==> src/rtl/shbs_pkg.sv <==
// ----------------------------------------------------------------------------
// Sample histogram bar scaler package
// Shared widths, opcodes, back-end states and defaults.
// ----------------------------------------------------------------------------
package shbs_pkg;

  // Fixed field widths
  localparam int unsigned OPCODE_W = 2;
  localparam int unsigned SAMPLE_W = 12;
  localparam int unsigned OUT_W    = 16;
  localparam int unsigned FS_W     = 16;

  // Parameter defaults
  localparam int unsigned BINS_DEF       = 4096;
  localparam int unsigned COUNT_BITS_DEF = 16;

  // Command queue depth between front and back
  localparam int unsigned QUEUE_DEPTH = 2;

  // Fixed-point shift of the reciprocal used for bin wrapping
  localparam int unsigned RECIP_SHIFT = 24;

  // Reset value of the full scale register
  localparam logic [FS_W-1:0] FULL_SCALE_RST = 16'd159;

  typedef enum logic [OPCODE_W-1:0] {
    OP_CLEAR = 2'd0,
    OP_ADD   = 2'd1,
    OP_READ  = 2'd2,
    OP_NOP   = 2'd3
  } opcode_e;

  typedef enum logic [2:0] {
    ST_SWEEP,
    ST_IDLE,
    ST_FETCH,
    ST_CALC,
    ST_DIV,
    ST_OUT
  } back_state_e;

endpackage

==> src/rtl/shbs_fifo.sv <==
// ----------------------------------------------------------------------------
// Sample histogram command queue
// Short first-in first-out queue between the front and back ends.
// ----------------------------------------------------------------------------
module shbs_fifo import shbs_pkg::*; #(
  parameter int unsigned WIDTH = OPCODE_W + $clog2(BINS_DEF),
  parameter int unsigned DEPTH = QUEUE_DEPTH
) (
  input  logic             clk_i,
  input  logic             rst_ni,
  input  logic             push_i,
  input  logic [WIDTH-1:0] data_i,
  output logic             full_o,
  input  logic             pop_i,
  output logic             empty_o,
  output logic [WIDTH-1:0] data_o
);

  localparam int unsigned PTR_W = (DEPTH > 1) ? $clog2(DEPTH) : 1;
  localparam int unsigned CNT_W = $clog2(DEPTH + 1);
  localparam logic [PTR_W-1:0] PTR_LAST = PTR_W'(DEPTH - 1);
  localparam logic [CNT_W-1:0] CNT_FULL = CNT_W'(DEPTH);

  logic [WIDTH-1:0] mem_q [DEPTH];
  logic [PTR_W-1:0] wr_ptr_q, rd_ptr_q;
  logic [CNT_W-1:0] cnt_q;
  logic             do_push, do_pop;

  assign full_o  = (cnt_q == CNT_FULL);
  assign empty_o = (cnt_q == '0);
  assign do_push = push_i && !full_o;
  assign do_pop  = pop_i && !empty_o;
  assign data_o  = mem_q[rd_ptr_q];

  // Advance pointers and occupancy
  always_ff @(posedge clk_i or negedge rst_ni) begin
    if (!rst_ni) begin
      wr_ptr_q <= '0;
      rd_ptr_q <= '0;
      cnt_q    <= '0;
    end else begin
      if (do_push) begin
        wr_ptr_q <= (wr_ptr_q == PTR_LAST) ? '0 : wr_ptr_q + 1'b1;
      end
      if (do_pop) begin
        rd_ptr_q <= (rd_ptr_q == PTR_LAST) ? '0 : rd_ptr_q + 1'b1;
      end
      if (do_push && !do_pop) begin
        cnt_q <= cnt_q + 1'b1;
      end else if (do_pop && !do_push) begin
        cnt_q <= cnt_q - 1'b1;
      end
    end
  end

  // Store entries
  always_ff @(posedge clk_i) begin
    if (do_push) begin
      mem_q[wr_ptr_q] <= data_i;
    end
  end

endmodule

==> config.mk <==
export PLATFORM = sky130hd
export DESIGN_NAME = shbs_fifo
export DESIGN_NICKNAME = d
export VERILOG_FILES = /design/src/rtl/shbs_pkg.sv /design/src/rtl/shbs_fifo.sv
export SDC_FILE = /design/constraint.sdc
export NUM_CORES = 1
export LEC_CHECK = 0
export ABC_CLOCK_PERIOD_IN_PS = 2700
export BUFFER_PORTS_ARGS = -buffer_cell sky130_fd_sc_hd__buf_2
export CORE_MARGIN = 8
export CORE_UTILIZATION = 41
export DETAILED_ROUTE_END_ITERATION = 10
export SYNTH_ARGS = -nofsm -noshare
export SYNTH_HDL_FRONTEND = slang
export SYNTH_SLANG_ARGS = --single-unit
==> constraint.sdc <==
create_clock -name clk_i -period 2.7 [get_ports clk_i]
set_clock_uncertainty 0.05 [all_clocks]
set_input_delay 0.405 -clock clk_i [delete_from_list [all_inputs] [get_ports clk_i]]
set_output_delay 0.405 -clock clk_i [all_outputs]
set_load 0.02 [all_outputs]
# After elaboration in Yosys (flattened, before gate mapping)
# Memory sizes are Yosys's and may differ from the RTL's.
# Cells that the tools add are included.
dict set report classes {
  n_mux 6
  n_addsub 4
  reduce_logical 10
  eq_ne 1
}
# operator count
set ops {}
lappend ops {{1-bit logical AND} 4}
lappend ops {{1-bit logical NOT} 4}
lappend ops {{1-bit two-way mux} 4}
lappend ops {{2-bit two-way mux} 2}
lappend ops {{1-bit adder, second input constant} 2}
lappend ops {{2-bit by 1-bit adder with 2-bit output, second input constant} 1}
lappend ops {{2-bit equality test, second input constant} 1}
lappend ops {{2-bit logical NOT} 1}
lappend ops {{2-bit nonzero test} 1}
lappend ops {{2-bit by 1-bit subtractor with 2-bit output, second input constant} 1}
dict set report totals {
  register_bits 4
  mem_bits_rw 28
  elab_cells 25
  output_inout_bits 16
  memories 1
  inputBits 18
}
# name words width rd rd_clocked_by_memory_dff write_ports line_no
set mem_list {}
lappend mem_list {mem_q 2 14 1 0 1 shbs_fifo.sv:24} ;# logic [WIDTH-1:0] mem_q [DEPTH];

# Logic depth before layout (Yosys ltp)
dict set report logic_depth {
  word_depth 7
  depth_mapped 7
  ltp_nobuf 7
}

# Worst setup path before layout
# OpenSTA, ideal clock, no wires.
dict set report synth_path {
  path_kind {reg2reg}
  start {register cnt_q[0]}
  end {memory mem_q[0][0] in the netlist's numbering (enable)}
  arrival_ps 1262
  t_required_ps 2266
  period_less_slack_ps 1696
  setup_ps 384
  stages_incl_launch_ff 4
  n_path_buf 0
  path_slack_ps 1004
  cell_sequence {dfrtp_1 -> nand2b_1 -> nand2_1 -> nor2_1}
}
dict set report synth_via {
  elab_chain_len 5
}
# item line_no
set synth_lines {}
lappend synth_lines {{start, declared} shbs_fifo.sv:26} ;# logic [CNT_W-1:0] cnt_q;
lappend synth_lines {{start signal, assigned} shbs_fifo.sv:49} ;# cnt_q <= cnt_q + 1'b1;
lappend synth_lines {{start signal, assigned} shbs_fifo.sv:51} ;# cnt_q <= cnt_q - 1'b1;
lappend synth_lines {{2-bit equality test} shbs_fifo.sv:29} ;# assign full_o = (cnt_q == CNT_FULL);
lappend synth_lines {{1-bit logical NOT} shbs_fifo.sv:31} ;# assign do_push = push_i && !full_o;
lappend synth_lines {{1-bit logical AND} shbs_fifo.sv:31}
lappend synth_lines {{1-bit two-way mux} shbs_fifo.sv:58} ;# if (do_push) begin
lappend synth_lines {{1-bit two-way mux (not written as such)} shbs_fifo.sv:59} ;# mem_q[wr_ptr_q] <= data_i;
lappend synth_lines {{end, declared} shbs_fifo.sv:24}
# No other way between the ends.

# Worst setup path in the final report
dict set report layout_path {
  start {register rd_ptr_q}
  end {output data_o[7]}
}
dict set report layout_via {
  elab_chain_len 1
}
# item line_no
set layout_lines {}
lappend layout_lines {{start, declared} shbs_fifo.sv:25} ;# logic [PTR_W-1:0] wr_ptr_q, rd_ptr_q;
lappend layout_lines {{start signal, assigned} shbs_fifo.sv:46} ;# rd_ptr_q <= (rd_ptr_q == PTR_LAST) ? '0 : rd_ptr_q + 1'b1;
lappend layout_lines {{memory 2 x 14 bit} --}
lappend layout_lines {{end, declared} shbs_fifo.sv:16} ;# output logic [WIDTH-1:0] data_o
# No other way between the ends.

==> metrics.md <==
| Metric | Value |
|---|---|
| Antenna violations before repair | 0 |
| Synthesized area | 0.001260 mm2 |
| Total grt overflow | 0 |
| Leading cell type in the layout, fill and taps excluded | buf_2 |
| Commonest cells after routing, fill and taps aside | buf_2 (33), edfxtp_1 (28), mux2_4 (9) |
| GRT Total Usage | 7.896% |
| Die height | 71.44 um |
| Hold EP | mem_q[1][4] |
| Crit Path Class | flip-flop to output pin |
| Critical-path cell list | buf_4 -> mux2_4 -> buf_2 |
| #FFs+latches synth | 32 |
| Clock share of power | 15.0% |
| Run status | finished, final reports clean |
| Worst setup SP type | flip-flop |
| Register area share after synthesis | 74.68% |
| Mux contribution to synthesized area | 15.19% |
| Clock root buffer | clkbuf_4 |
| R2R cell count | 4 |
| H-tree depth | 2 |
| Synth Area per Inst | 20.00 um2 |
| Worst-path maximum fanout | 11 |
| Die area | 0.005103 mm2 |
| HP Class | primary input to flip-flop |
| Clock Path Buffers | 2 |
| Fin crit period | 2178 ps |
| # nets final | 123 |
| Peak supply drop | 0.5693 mV |
| Antenna Violating Nets Remaining | 0 |
| Via density | 4.638 |
| Fraction of layout cells with a size suffix above 1 | 52.38% |
| Compound-cell area share of the yosys netlist | 0.3972% |
| Mapped Cells | 63 |
| RSZ-0062 raised after global routing | no |
| Row count | 20 |
| CTS buffer count | 5 |
| Worst r2r dst | mem_q[0][11] |
| Clock Sinks | 32 |
| Pin count of the biggest net entering global routing | 15 |
| Core area | 0.002978 mm2 |
| Critical Path RT | 2250 ps |
| XOR/XNOR Fraction of Synth Area | 3.476% |
| Detailed Place HPWL | 1456 um |
| Later-pin clock latency in the skew report | 310 ps |
| Drt pass-1 iters | 4 |
| Buffers and inverters on the worst path | 2 |
| Fillcell total | 262 |
| Final period util | 80.66% |
| Final Max Slew Viols | 0 |
| Synth Area in Adders | 0.9930% |
| Int Pwr | 1.072 mW |
| Setup TNS | 0 ps |
| I/O pin cnt | 34 |
| Logic pwr share | 37.8% |
| Syn_nets | 82 |
| Slowest Stage Delay on Critical Path | 690 ps |
| Global-route wire length before repair | 3022 um |
| GP Congestion | 0.6118 |
| Crit-path slowest cell | dfrtp_1 |
| Vias in the first global route | 686 |
| FMAX | 0.4592 GHz |
| Worst-Margin Slew | 659.9 ps |
| Worst hold path startpoint | data_i[4] |
| Final Hold Viols | 0 |
| Final core occ | 50.80% |
| Cell Pwr Density | 1074 mW/mm2 |
| CP arrival | 1720 ps |
| Top delay family on crit path | flip-flops |
| Remaining routing DRC violations | 0 |
| Switching power total | 0.5528 mW |
| CTS tree | built |
| CTS Hold Buffers Added | 1 |
| Worst hold path stage count | 1 |
| Sequential power share | 47.3% |
| Setup slack, reg-to-reg | 1050 ps |
| CTS clk-pin slew, worst paths | 90 ps |
| Antenna diodes | 0 |
| Max-cap viol count | 0 |
| Sw frac | 34.03% |
| Worst Setup End Kind | output pin |
| Syn. warnings | 0 |
| Wirelength per Cell | 14.00 um |
| Initial Utilization | 42.31% |
| Largest family of logic cells by synthesized area | multiplexers |
| Vias | 640 |
| Slew headroom | 56.01% |
| Die W | 71.44 um |
| DRT Wirelength | 1932 um |
| Final setup fails | 0 |
| Initial DRC Count | 6 |
| Distinct cells, synth | 15 |
| Post-Synth Simple-Gate Area | 2.185% |
| Buffers on Ports | 33 |
| CTS resizes | 0 |
| Postcts setup bufs | 0 |
| Leak | 0.6283 nW |
| Area growth syn-to-layout | 20.06% |
| Worst r2r src | cnt_q[0] |
==> cell families after synthesis <==
| logic type | Yosys count |
|---|---|
| buffers and inverters | 4 |
| XOR/XNOR | 5 |
| adder cells (fa/ha/maj) | 1 |
| AND/OR/NAND/NOR | 6 |
| AO/OA/AOI/OAI | 1 |
| multiplexers | 14 |
| flip-flops | 32 |
==> state kept, by name, summed over array words and instances (netlist names) <==
register	flops
cnt_q	2
rd_ptr_q	1
mem_q	28
wr_ptr_q	1
==> stage by stage <==
stage	power, mW	hold WS [ps]	setup WS [ps]	cell area, um2	cells
global route	1.727	192.1	401.8	1513	138
finish	1.624	220.7	522.2	1513	138
detailed placement	1.408	169.2	838.3	1450	129
CTS	1.657	204.2	473.0	1513	138
global placement	1.401	165.9	845.5	1450	129
floorplan	1.261	59.41	1004	1260	63
==> how the worst max path moves through the flow <==
stage          cells past startpoint  startpoint           to
3_3_place_gp                       3    rd_ptr_q    data_o[7]
5_1_grt                            3    rd_ptr_q    data_o[8]
6_report                           3    rd_ptr_q    data_o[7]
4_1_cts                            3    rd_ptr_q    data_o[7]
2_1_floorplan                      3    cnt_q[0]  mem_q[0][0]
3_5_place_dp                       3    rd_ptr_q    data_o[7]
==> Yosys cell counts <==
library cell | n | share of area (%)
xnor2_1 | 3 | 2.1
inv_1 | 2 | 0.60
xor2_1 | 2 | 1.4
edfxtp_1 | 28 | 67
dfrtp_1 | 4 | 7.9
nand2_1 | 1 | 0.30
and3_1 | 1 | 0.50
buf_6 | 1 | 0.89
o21ai_1 | 1 | 0.40
buf_12 | 1 | 1.6
nand2b_1 | 1 | 0.50
mux2_4 | 9 | 11
nor2_1 | 3 | 0.89
ha_1 | 1 | 0.99
mux2_2 | 5 | 4.5
==> routing by layer <==
metal / wire length (um) / vias up / GRT usage [%]
li1: - / 315 / -
met1: 772 / 303 / 7.673
met2: 1017 / 17 / 13.06
met5: 0 / - / 0
met4: 37 / 0 / 4.850
met3: 103 / 5 / 4.045
==> area by class of cell <==
type / instances / area (um2) / area share (%)
sequential: 32 / 940.9 / 62.20
tap: 33 / 41.29 / 2.730
clock inverter: 2 / 11.26 / 0.7444
multi-input combinational: 27 / 280.3 / 18.53
clock buffer: 6 / 41.29 / 2.730
inverter: 2 / 7.507 / 0.4963
timing repair buffer: 36 / 190.2 / 12.57
==> power by group through the flow <==
stage / Sequential, mW / Combinational [mW] / Clock [mW]
floorplan: 0.735 / 0.526 / 0
detailed placement: 0.783 / 0.626 / 0
global route: 0.783 / 0.668 / 0.277
finish: 0.768 / 0.614 / 0.243
CTS: 0.771 / 0.631 / 0.255
global placement: 0.779 / 0.621 / 0
(Power assumes the default switching activity.)
