===== config.mk =====
export PLATFORM = sky130hd
export DESIGN_NAME = shbs_front_flat
export DESIGN_NICKNAME = d
export VERILOG_FILES = /design/src/rtl/shbs_pkg.sv /design/src/rtl/shbs_intf.sv /design/src/rtl/shbs_front.sv /design/src/flat_wrapper.sv
export SDC_FILE = /design/constraint.sdc
export NUM_CORES = 1
export LEC_CHECK = 0
export BUFFER_PORTS_ARGS = -buffer_cell sky130_fd_sc_hd__buf_4
export CORE_UTILIZATION = 38
export CTS_CLUSTER_DIAMETER = 150
export DETAILED_ROUTE_END_ITERATION = 12
export GPL_TIMING_DRIVEN = 0
export PLACE_DENSITY = 0.85
export SYNTH_ARGS = -nofsm -noshare
export SYNTH_HDL_FRONTEND = slang
export SYNTH_SLANG_ARGS = --single-unit

===== constraint.sdc =====
create_clock -name clk_i -period 2.18 [get_ports clk_i]
set_input_delay 0.327 -clock clk_i [delete_from_list [all_inputs] [get_ports clk_i]]
set_output_delay 0.327 -clock clk_i [all_outputs]
set_load 0.03 [all_outputs]

===== src/rtl/shbs_pkg.sv =====
// ----------------------------------------------------------------------------
// Sample histogram bar scaler package
// Shared widths, opcodes, back-end states and defaults.
// ----------------------------------------------------------------------------
package shbs_pkg;

  // Fixed field widths
  localparam int unsigned OPCODE_W = 2;
  localparam int unsigned SAMPLE_W = 12;
  localparam int unsigned OUT_W    = 16;
  localparam int unsigned FS_W     = 16;

  // Parameter defaults
  localparam int unsigned BINS_DEF       = 4096;
  localparam int unsigned COUNT_BITS_DEF = 16;

  // Command queue depth between front and back
  localparam int unsigned QUEUE_DEPTH = 2;

  // Fixed-point shift of the reciprocal used for bin wrapping
  localparam int unsigned RECIP_SHIFT = 24;

  // Reset value of the full scale register
  localparam logic [FS_W-1:0] FULL_SCALE_RST = 16'd159;

  typedef enum logic [OPCODE_W-1:0] {
    OP_CLEAR = 2'd0,
    OP_ADD   = 2'd1,
    OP_READ  = 2'd2,
    OP_NOP   = 2'd3
  } opcode_e;

  typedef enum logic [2:0] {
    ST_SWEEP,
    ST_IDLE,
    ST_FETCH,
    ST_CALC,
    ST_DIV,
    ST_OUT
  } back_state_e;

endpackage


===== src/rtl/shbs_intf.sv =====
// ----------------------------------------------------------------------------
// Sample histogram bar scaler channels
// Valid/ready interfaces for the item, result and configuration channels.
// ----------------------------------------------------------------------------

// Input item channel
interface shbs_in_if import shbs_pkg::*; ();
  logic                valid;
  logic                ready;
  logic [OPCODE_W-1:0] opcode;
  logic [SAMPLE_W-1:0] sample;
  logic [SAMPLE_W-1:0] read_bin;

  modport source (output valid, opcode, sample, read_bin, input ready);
  modport sink   (input valid, opcode, sample, read_bin, output ready);
endinterface



===== src/rtl/shbs_front.sv =====
// ----------------------------------------------------------------------------
// Sample histogram front end
// Accepts items, picks the bin index by opcode and wraps it into range.
// ----------------------------------------------------------------------------
module shbs_front import shbs_pkg::*; #(
  parameter int unsigned BINS = BINS_DEF
) (
  input  logic                                  clk_i,
  input  logic                                  rst_ni,
  input  logic                                  hold_i,
  shbs_in_if.sink                               in_i,
  input  logic                                  q_full_i,
  output logic                                  q_push_o,
  output logic [OPCODE_W+$clog2(BINS)-1:0]      q_data_o
);

  localparam int unsigned IDX_W   = $clog2(BINS);
  localparam int unsigned RECIP_W = RECIP_SHIFT - $clog2(BINS) + 1;
  localparam int unsigned PROD_W  = RECIP_SHIFT + SAMPLE_W;
  localparam int unsigned QB_W    = SAMPLE_W + IDX_W + 1;
  localparam int unsigned RW      = ((IDX_W > SAMPLE_W) ? IDX_W : SAMPLE_W) + 1;
  localparam logic [RECIP_W-1:0] RECIP = RECIP_W'((64'd1 << RECIP_SHIFT) / BINS);

  opcode_e             in_op;
  logic [SAMPLE_W-1:0] raw;
  logic [PROD_W-1:0]   prod;
  logic                accept;

  logic                s1_valid_q;
  opcode_e             s1_op_q;
  logic [SAMPLE_W-1:0] s1_raw_q;
  logic [SAMPLE_W-1:0] s1_quo_q;

  logic [QB_W-1:0]     qb;
  logic [SAMPLE_W-1:0] diff;
  logic [RW-1:0]       diff_x;
  logic [RW-1:0]       rem;

  // Stall on a full queue, and hold off entirely during the reset sweep
  assign in_i.ready = !hold_i && (!s1_valid_q || !q_full_i);
  assign accept     = in_i.valid && in_i.ready;
  assign q_push_o   = s1_valid_q && !q_full_i;

  // Select the raw index by opcode
  assign in_op = opcode_e'(in_i.opcode);
  always_comb begin
    unique case (in_op)
      OP_ADD:          raw = in_i.sample;
      OP_READ:         raw = in_i.read_bin;
      OP_CLEAR, OP_NOP: raw = '0;
      default:         raw = '0;
    endcase
  end

  // Estimate the quotient by the bin count via a fixed-point reciprocal
  assign prod = PROD_W'(raw) * PROD_W'(RECIP);

  always_ff @(posedge clk_i or negedge rst_ni) begin
    if (!rst_ni) begin
      s1_valid_q <= 1'b0;
    end else if (accept) begin
      s1_valid_q <= 1'b1;
    end else if (q_push_o) begin
      s1_valid_q <= 1'b0;
    end
  end

  always_ff @(posedge clk_i) begin
    if (accept) begin
      s1_op_q  <= in_op;
      s1_raw_q <= raw;
      s1_quo_q <= prod[PROD_W-1 -: SAMPLE_W];
    end
  end

  // Remainder: estimate is low by at most one, so one correction step
  assign qb     = QB_W'(s1_quo_q) * QB_W'(BINS);
  assign diff   = s1_raw_q - qb[SAMPLE_W-1:0];
  assign diff_x = RW'(diff);
  assign rem    = (diff_x >= RW'(BINS)) ? diff_x - RW'(BINS) : diff_x;

  assign q_data_o = {s1_op_q, rem[IDX_W-1:0]};

endmodule


===== src/flat_wrapper.sv =====
// flat-port wrapper written by rule: the top's interface ports become plain ports
module shbs_front_flat import shbs_pkg::*;
#(
  parameter int unsigned BINS = BINS_DEF
)
  (clk_i, rst_ni, hold_i, q_full_i, q_push_o, q_data_o, in_i_valid, in_i_opcode, in_i_sample, in_i_read_bin, in_i_ready);
  shbs_in_if in_i_i ();
  input  logic clk_i;
  input  logic rst_ni;
  input  logic hold_i;
  input  logic q_full_i;
  output logic q_push_o;
  output logic [OPCODE_W+$clog2(BINS)-1:0] q_data_o;
  input wire logic [$bits(in_i_i.valid)-1:0] in_i_valid;
  input wire logic [$bits(in_i_i.opcode)-1:0] in_i_opcode;
  input wire logic [$bits(in_i_i.sample)-1:0] in_i_sample;
  input wire logic [$bits(in_i_i.read_bin)-1:0] in_i_read_bin;
  output wire logic [$bits(in_i_i.ready)-1:0] in_i_ready;
  assign in_i_i.valid = in_i_valid;
  assign in_i_i.opcode = in_i_opcode;
  assign in_i_i.sample = in_i_sample;
  assign in_i_i.read_bin = in_i_read_bin;
  assign in_i_ready = in_i_i.ready;
  shbs_front #(.BINS(BINS)) u_core (.clk_i(clk_i), .rst_ni(rst_ni), .hold_i(hold_i), .in_i(in_i_i), .q_full_i(q_full_i), .q_push_o(q_push_o), .q_data_o(q_data_o));
endmodule

* After elaboration in Yosys (flattened, before gate mapping)
Cells that the tools add are included.
** Cells by class
- Reductions and logical operators :: 10
- $add $sub $neg :: 1
- Mux-type cells :: 4
- Equality and inequality tests :: 3
- Magnitude comparators :: 1
** Operator list (number)
- one-hot mux 12 bit (3 select lines) :: 1
- greater-or-equal comparator 12 x 13 -> 1 bit (second input constant) :: 1
- 2-to-1 mux 12 bit :: 1
- subtractor 12 x 1 -> 12 bit (second input constant) :: 1
- == test 2 bit (second input constant) :: 2
- logical AND 1 bit :: 3
- logical NOT 1 bit :: 3
- == test 2 x 1 -> 1 bit (second input constant) :: 1
- logical NOT 2 bit :: 1
- 2-to-1 mux 1 bit :: 2
- nonzero test 2 bit :: 1
- OR reduction 2 bit :: 1
- logical OR 1 bit :: 1
** Storage, ports and cells
- Bits of input ports :: 31
- Word-level logic and storage cells :: 22
- Bits in registers :: 15
- Output and inout port bits :: 16

* Logic depth before layout (Yosys ltp)
- Depth after elaboration :: 5
- Gate-level depth with buffers :: 3
- Mapped depth without buffers :: 2

* Worst setup path after synthesis
No wires, ideal clock.
- Kind :: input to register
- Start point :: input port hold_i
- End point :: register u_core.s1_op_q[0], enable pin
- Data required time :: 1.790 ns
- Slack :: 0.589 ns
- Arrival time :: 1.201 ns
- Buffers on the path :: 0
- Library setup time :: 0.390 ns
- Stages on the path :: 2
- Path through :: nand2b_1 a21oi_1
** On the way
- Longest elaborated chain between the ends :: 3
** Ends and longest elaborated chain
- from (decl) :: RTL line flat_wrapper.sv:10 : input logic hold_i;
- logical NOT 1 bit :: RTL line shbs_front.sv:40 : assign in_i.ready = !hold_i && (!s1_valid_q || !q_full_i);
- logical AND 1 bit :: RTL line shbs_front.sv:40
- logical AND 1 bit :: RTL line shbs_front.sv:41 : assign accept = in_i.valid && in_i.ready;
- via u_core.accept :: RTL line shbs_front.sv:27 : logic accept;
- to (signal assigned) :: RTL line shbs_front.sv:70 : s1_op_q <= in_op;
- to (decl) :: RTL line shbs_front.sv:30 : opcode_e s1_op_q;
The timed path passes the listed nets, and every way through them passes these cells.
A chain may end at the register's enable or synchronous reset.

* Final worst setup path
- Start point :: register u_core.s1_valid_q
- End point :: register u_core.s1_raw_q[0], enable pin
** On the way
- Longest elaborated chain between the ends :: 4
** Ends and longest elaborated chain
- from (decl) :: RTL line shbs_front.sv:29 : logic s1_valid_q;
- from (signal assigned) :: RTL line shbs_front.sv:60 : s1_valid_q <= 1'b0;
- from (signal assigned) :: RTL line shbs_front.sv:62 : s1_valid_q <= 1'b1;
- from (signal assigned) :: RTL line shbs_front.sv:64 : s1_valid_q <= 1'b0;
- logical NOT 1 bit :: RTL line shbs_front.sv:40
- logical OR 1 bit :: RTL line shbs_front.sv:40
- logical AND 1 bit :: RTL line shbs_front.sv:40
- logical AND 1 bit :: RTL line shbs_front.sv:41
- via u_core.accept :: RTL line shbs_front.sv:27
- to (signal assigned) :: RTL line shbs_front.sv:71 : s1_raw_q <= raw;
- to (decl) :: RTL line shbs_front.sv:31 : logic [SAMPLE_W-1:0] s1_raw_q;
The timed path passes the listed nets, and every way through them passes these cells.

==> results.py <==
metrics = {
    "critical_path": {
        "startpoint_type": "flop",
        "endpoint": "u_core.s1_raw_q[0]",
        "slowest_delay_ns": 0.99,
        "critical_path_buf_inv_count": 0,
        "worstSetupEndpointType": "flop",
        "worstSetupPathType": "reg -> reg",
        "reg2reg_setup_slack_ns": 0.39,
        "crit_fanout": 14,
        "reg2reg_depth": 1,
        "slowest_stage": "a21oi_1",
        "timing.rr.end": "u_core.s1_raw_q[0]",
        "path_cells": "a21oi_1",
        "cp.required_ns": 2.07,
        "crit_family": "compound AO/OA/AOI/OAI gates",
        "rr_startpoint": "u_core.s1_valid_q",
        "path_depth": 1,
        "critPathArrivalTime_ns": 1.68,
        "critPathLaunch": "u_core.s1_valid_q",
    },
    "timing": {
        "grt_setup_unrepaired": "no",
        "period_share_pct": 82.0,
        "maxSlewViolCount": 0,
        "report.final.hold_viol_count": 0,
        "period_needed_ns": 1.79,
        "fmax_mhz": 559,
        "setup_ws_ns": 0.392,
        "skew_ns": 0.000223,
        "setup_viol": 0,
        "max_slew_margin_pct": 15.9,
        "worstMarginPinSlew_ns": 1.26,
        "fin_setup_tns_ns": 0,
    },
    "detailed_routing": {
        "post_drt_wl_per_cell_um": 13.0,
        "remaining_drc_errors": 0,
        "dr_total_vias": 515,
        "ant_nets": 0,
        "drtPass1Iterations": 4,
        "viasPerCell": 4.95,
        "wl_um": 1360,
        "drt_iter0_drc": 2,
    },
    "yosys": {
        "syn-num-nets": 68,
        "yosysTopAreaCell": "edfxtp_1",
        "ys_ff_latch": 15,
        "netlist_area_sq_um": 624,
        "netlist_top_cells_area": "edfxtp_1, a22o_1, dfrtp_1",
        "avgSynthCellArea_sq_um": 16.9,
        "synth_top_area_share_pct": 67.3,
        "synth.distinct_cells": 11,
        "synth_seq_area_share_pct": 71.3,
        "yosysWarnings": 0,
        "synth_cells": 37,
    },
    "clock_tree": {
        "cts_resized": 0,
        "holdBufCountCts": 1,
        "cts.sinks": 15,
        "cts.clk_slew.worst_paths_ns": 0.08,
        "root_buffer": "clkbuf_4",
        "clk_latency_ns": 0.27,
        "h-tree-depth": 1,
        "clk_path_buf_depth": 2,
        "cts_setup_buffers": 0,
        "cts_tree": "done",
        "cts_made_buffers": 3,
    },
    "pwr": {
        "leakage_nw": 0.468,
        "ir_worst_vdd_mv": 0.384,
        "total_power_uw": 618,
        "powerDensity_mw_per_mm2": 603,
    },
    "placement": {
        "portBuffers": 46,
        "place_congestion": 0.621,
        "place_ws_ns": 0.222,
    },
    "die": {
        "dieWidth_um": 42.5,
        "num_rows": 14,
        "die_y_um": 42.5,
        "core_sq_mm": 0.00152,
        "initial_utilization_pct": 41.0,
        "ios": 47,
        "die_area_sq_mm": 0.00181,
    },
    "global_route": {
        "gr-total-overflow": 0,
        "grt_pass1_vias": 507,
        "grt_max_degree": 15,
        "antenna_found_initial": 0,
        "grt_usage_pct": 14.5,
        "grt_pass1_wl_um": 1890,
    },
    "run_status": {
        "status": "finished clean",
    },
    "worst_hold_path": {
        "hp-class": "in -> reg",
    },
    "cells_and_area": {
        "area_growth_pct": 64.3,
        "nFillCells": 122,
        "diodes": 0,
        "drive_gt1_share_pct": 62.5,
        "layout.nets": 120,
        "final_util_pct": 67.3,
    },
    "flow_run": {
        "max_cap_viol_count": 0,
    },
}
[state kept, by name, indices dropped and copies added (netlist names)]
signal             cells
u_core.s1_op_q         2
u_core.s1_raw_q       12
u_core.s1_valid_q      1
[cell families after synthesis]
group	share of synthesized area [%]
compound gates	18.8
buf+inv	3.61
flops	71.3
simple gates	6.21
[final cells by class]
class                   count  area (sq um)  share of cell area [%]
clock buffers               4          26.3                    2.56
multi-input cells          20           156                    15.2
flip-flops and latches     15           445                    43.4
repair buffers             47           355                    34.6
well taps                  16          20.0                    1.95
plain buffers               2          22.5                    2.20
[per-stage QoR]
stage | hold WS [ns] | area [sq um] | cells
after global routing | 0.226 | 1030 | 104
final | 0.245 | 1030 | 104
after detailed placement | 0.103 | 990 | 99
after CTS | 0.237 | 1030 | 104
after global placement | 0.103 | 990 | 99
after floorplan | 0.0314 | 624 | 37
[layout by cell type (no fill, tap or decap)]
| cell type | count |
|---|---|
| buf_4 | 46 |
| edfxtp_1 | 14 |
| a22o_1 | 10 |
| clkbuf_4 | 3 |
| buf_6 | 2 |
| a22o_2 | 2 |
| a21oi_1 | 2 |
| nand2_1 | 2 |
| nor2b_2 | 1 |
| and2b_4 | 1 |
| nand2b_1 | 1 |
| nor2b_1 | 1 |
| clkbuf_1 | 1 |
| dlygate4sd3_1 | 1 |
| dfrtp_1 | 1 |
[synthesized netlist by cell type]
master,n
nand2_1,2
a21oi_1,2
edfxtp_1,14
and2b_4,1
nor2b_1,1
buf_6,2
a22o_2,2
dfrtp_1,1
nor2b_2,1
nand2b_1,1
a22o_1,10
[worst min path at each step]
stage / end / cells after the start / startpoint
floorplan: u_core.s1_valid_q / 0 / rst_ni
global placement: u_core.s1_valid_q / 1 / rst_ni
detailed placement: u_core.s1_valid_q / 1 / rst_ni
CTS: u_core.s1_op_q[1] / 1 / in_i_opcode[1]
global route: u_core.s1_op_q[1] / 1 / in_i_opcode[1]
finish: u_core.s1_op_q[1] / 1 / in_i_opcode[1]
[where the power goes]
part	switching, mW	internal, mW	total (mW)
sequential	0.00460	0.332	0.337
clock	0.0785	0.0708	0.149
combinational	0.0612	0.0711	0.132
[metal layers]
layer,global-route usage (%),part of all wire [%]
met1,11.9,31
met5,0,0
met4,11.3,1.4
met3,1.72,5.5
met2,29.5,62
Note: power is estimated with default switching activity, not from simulation.
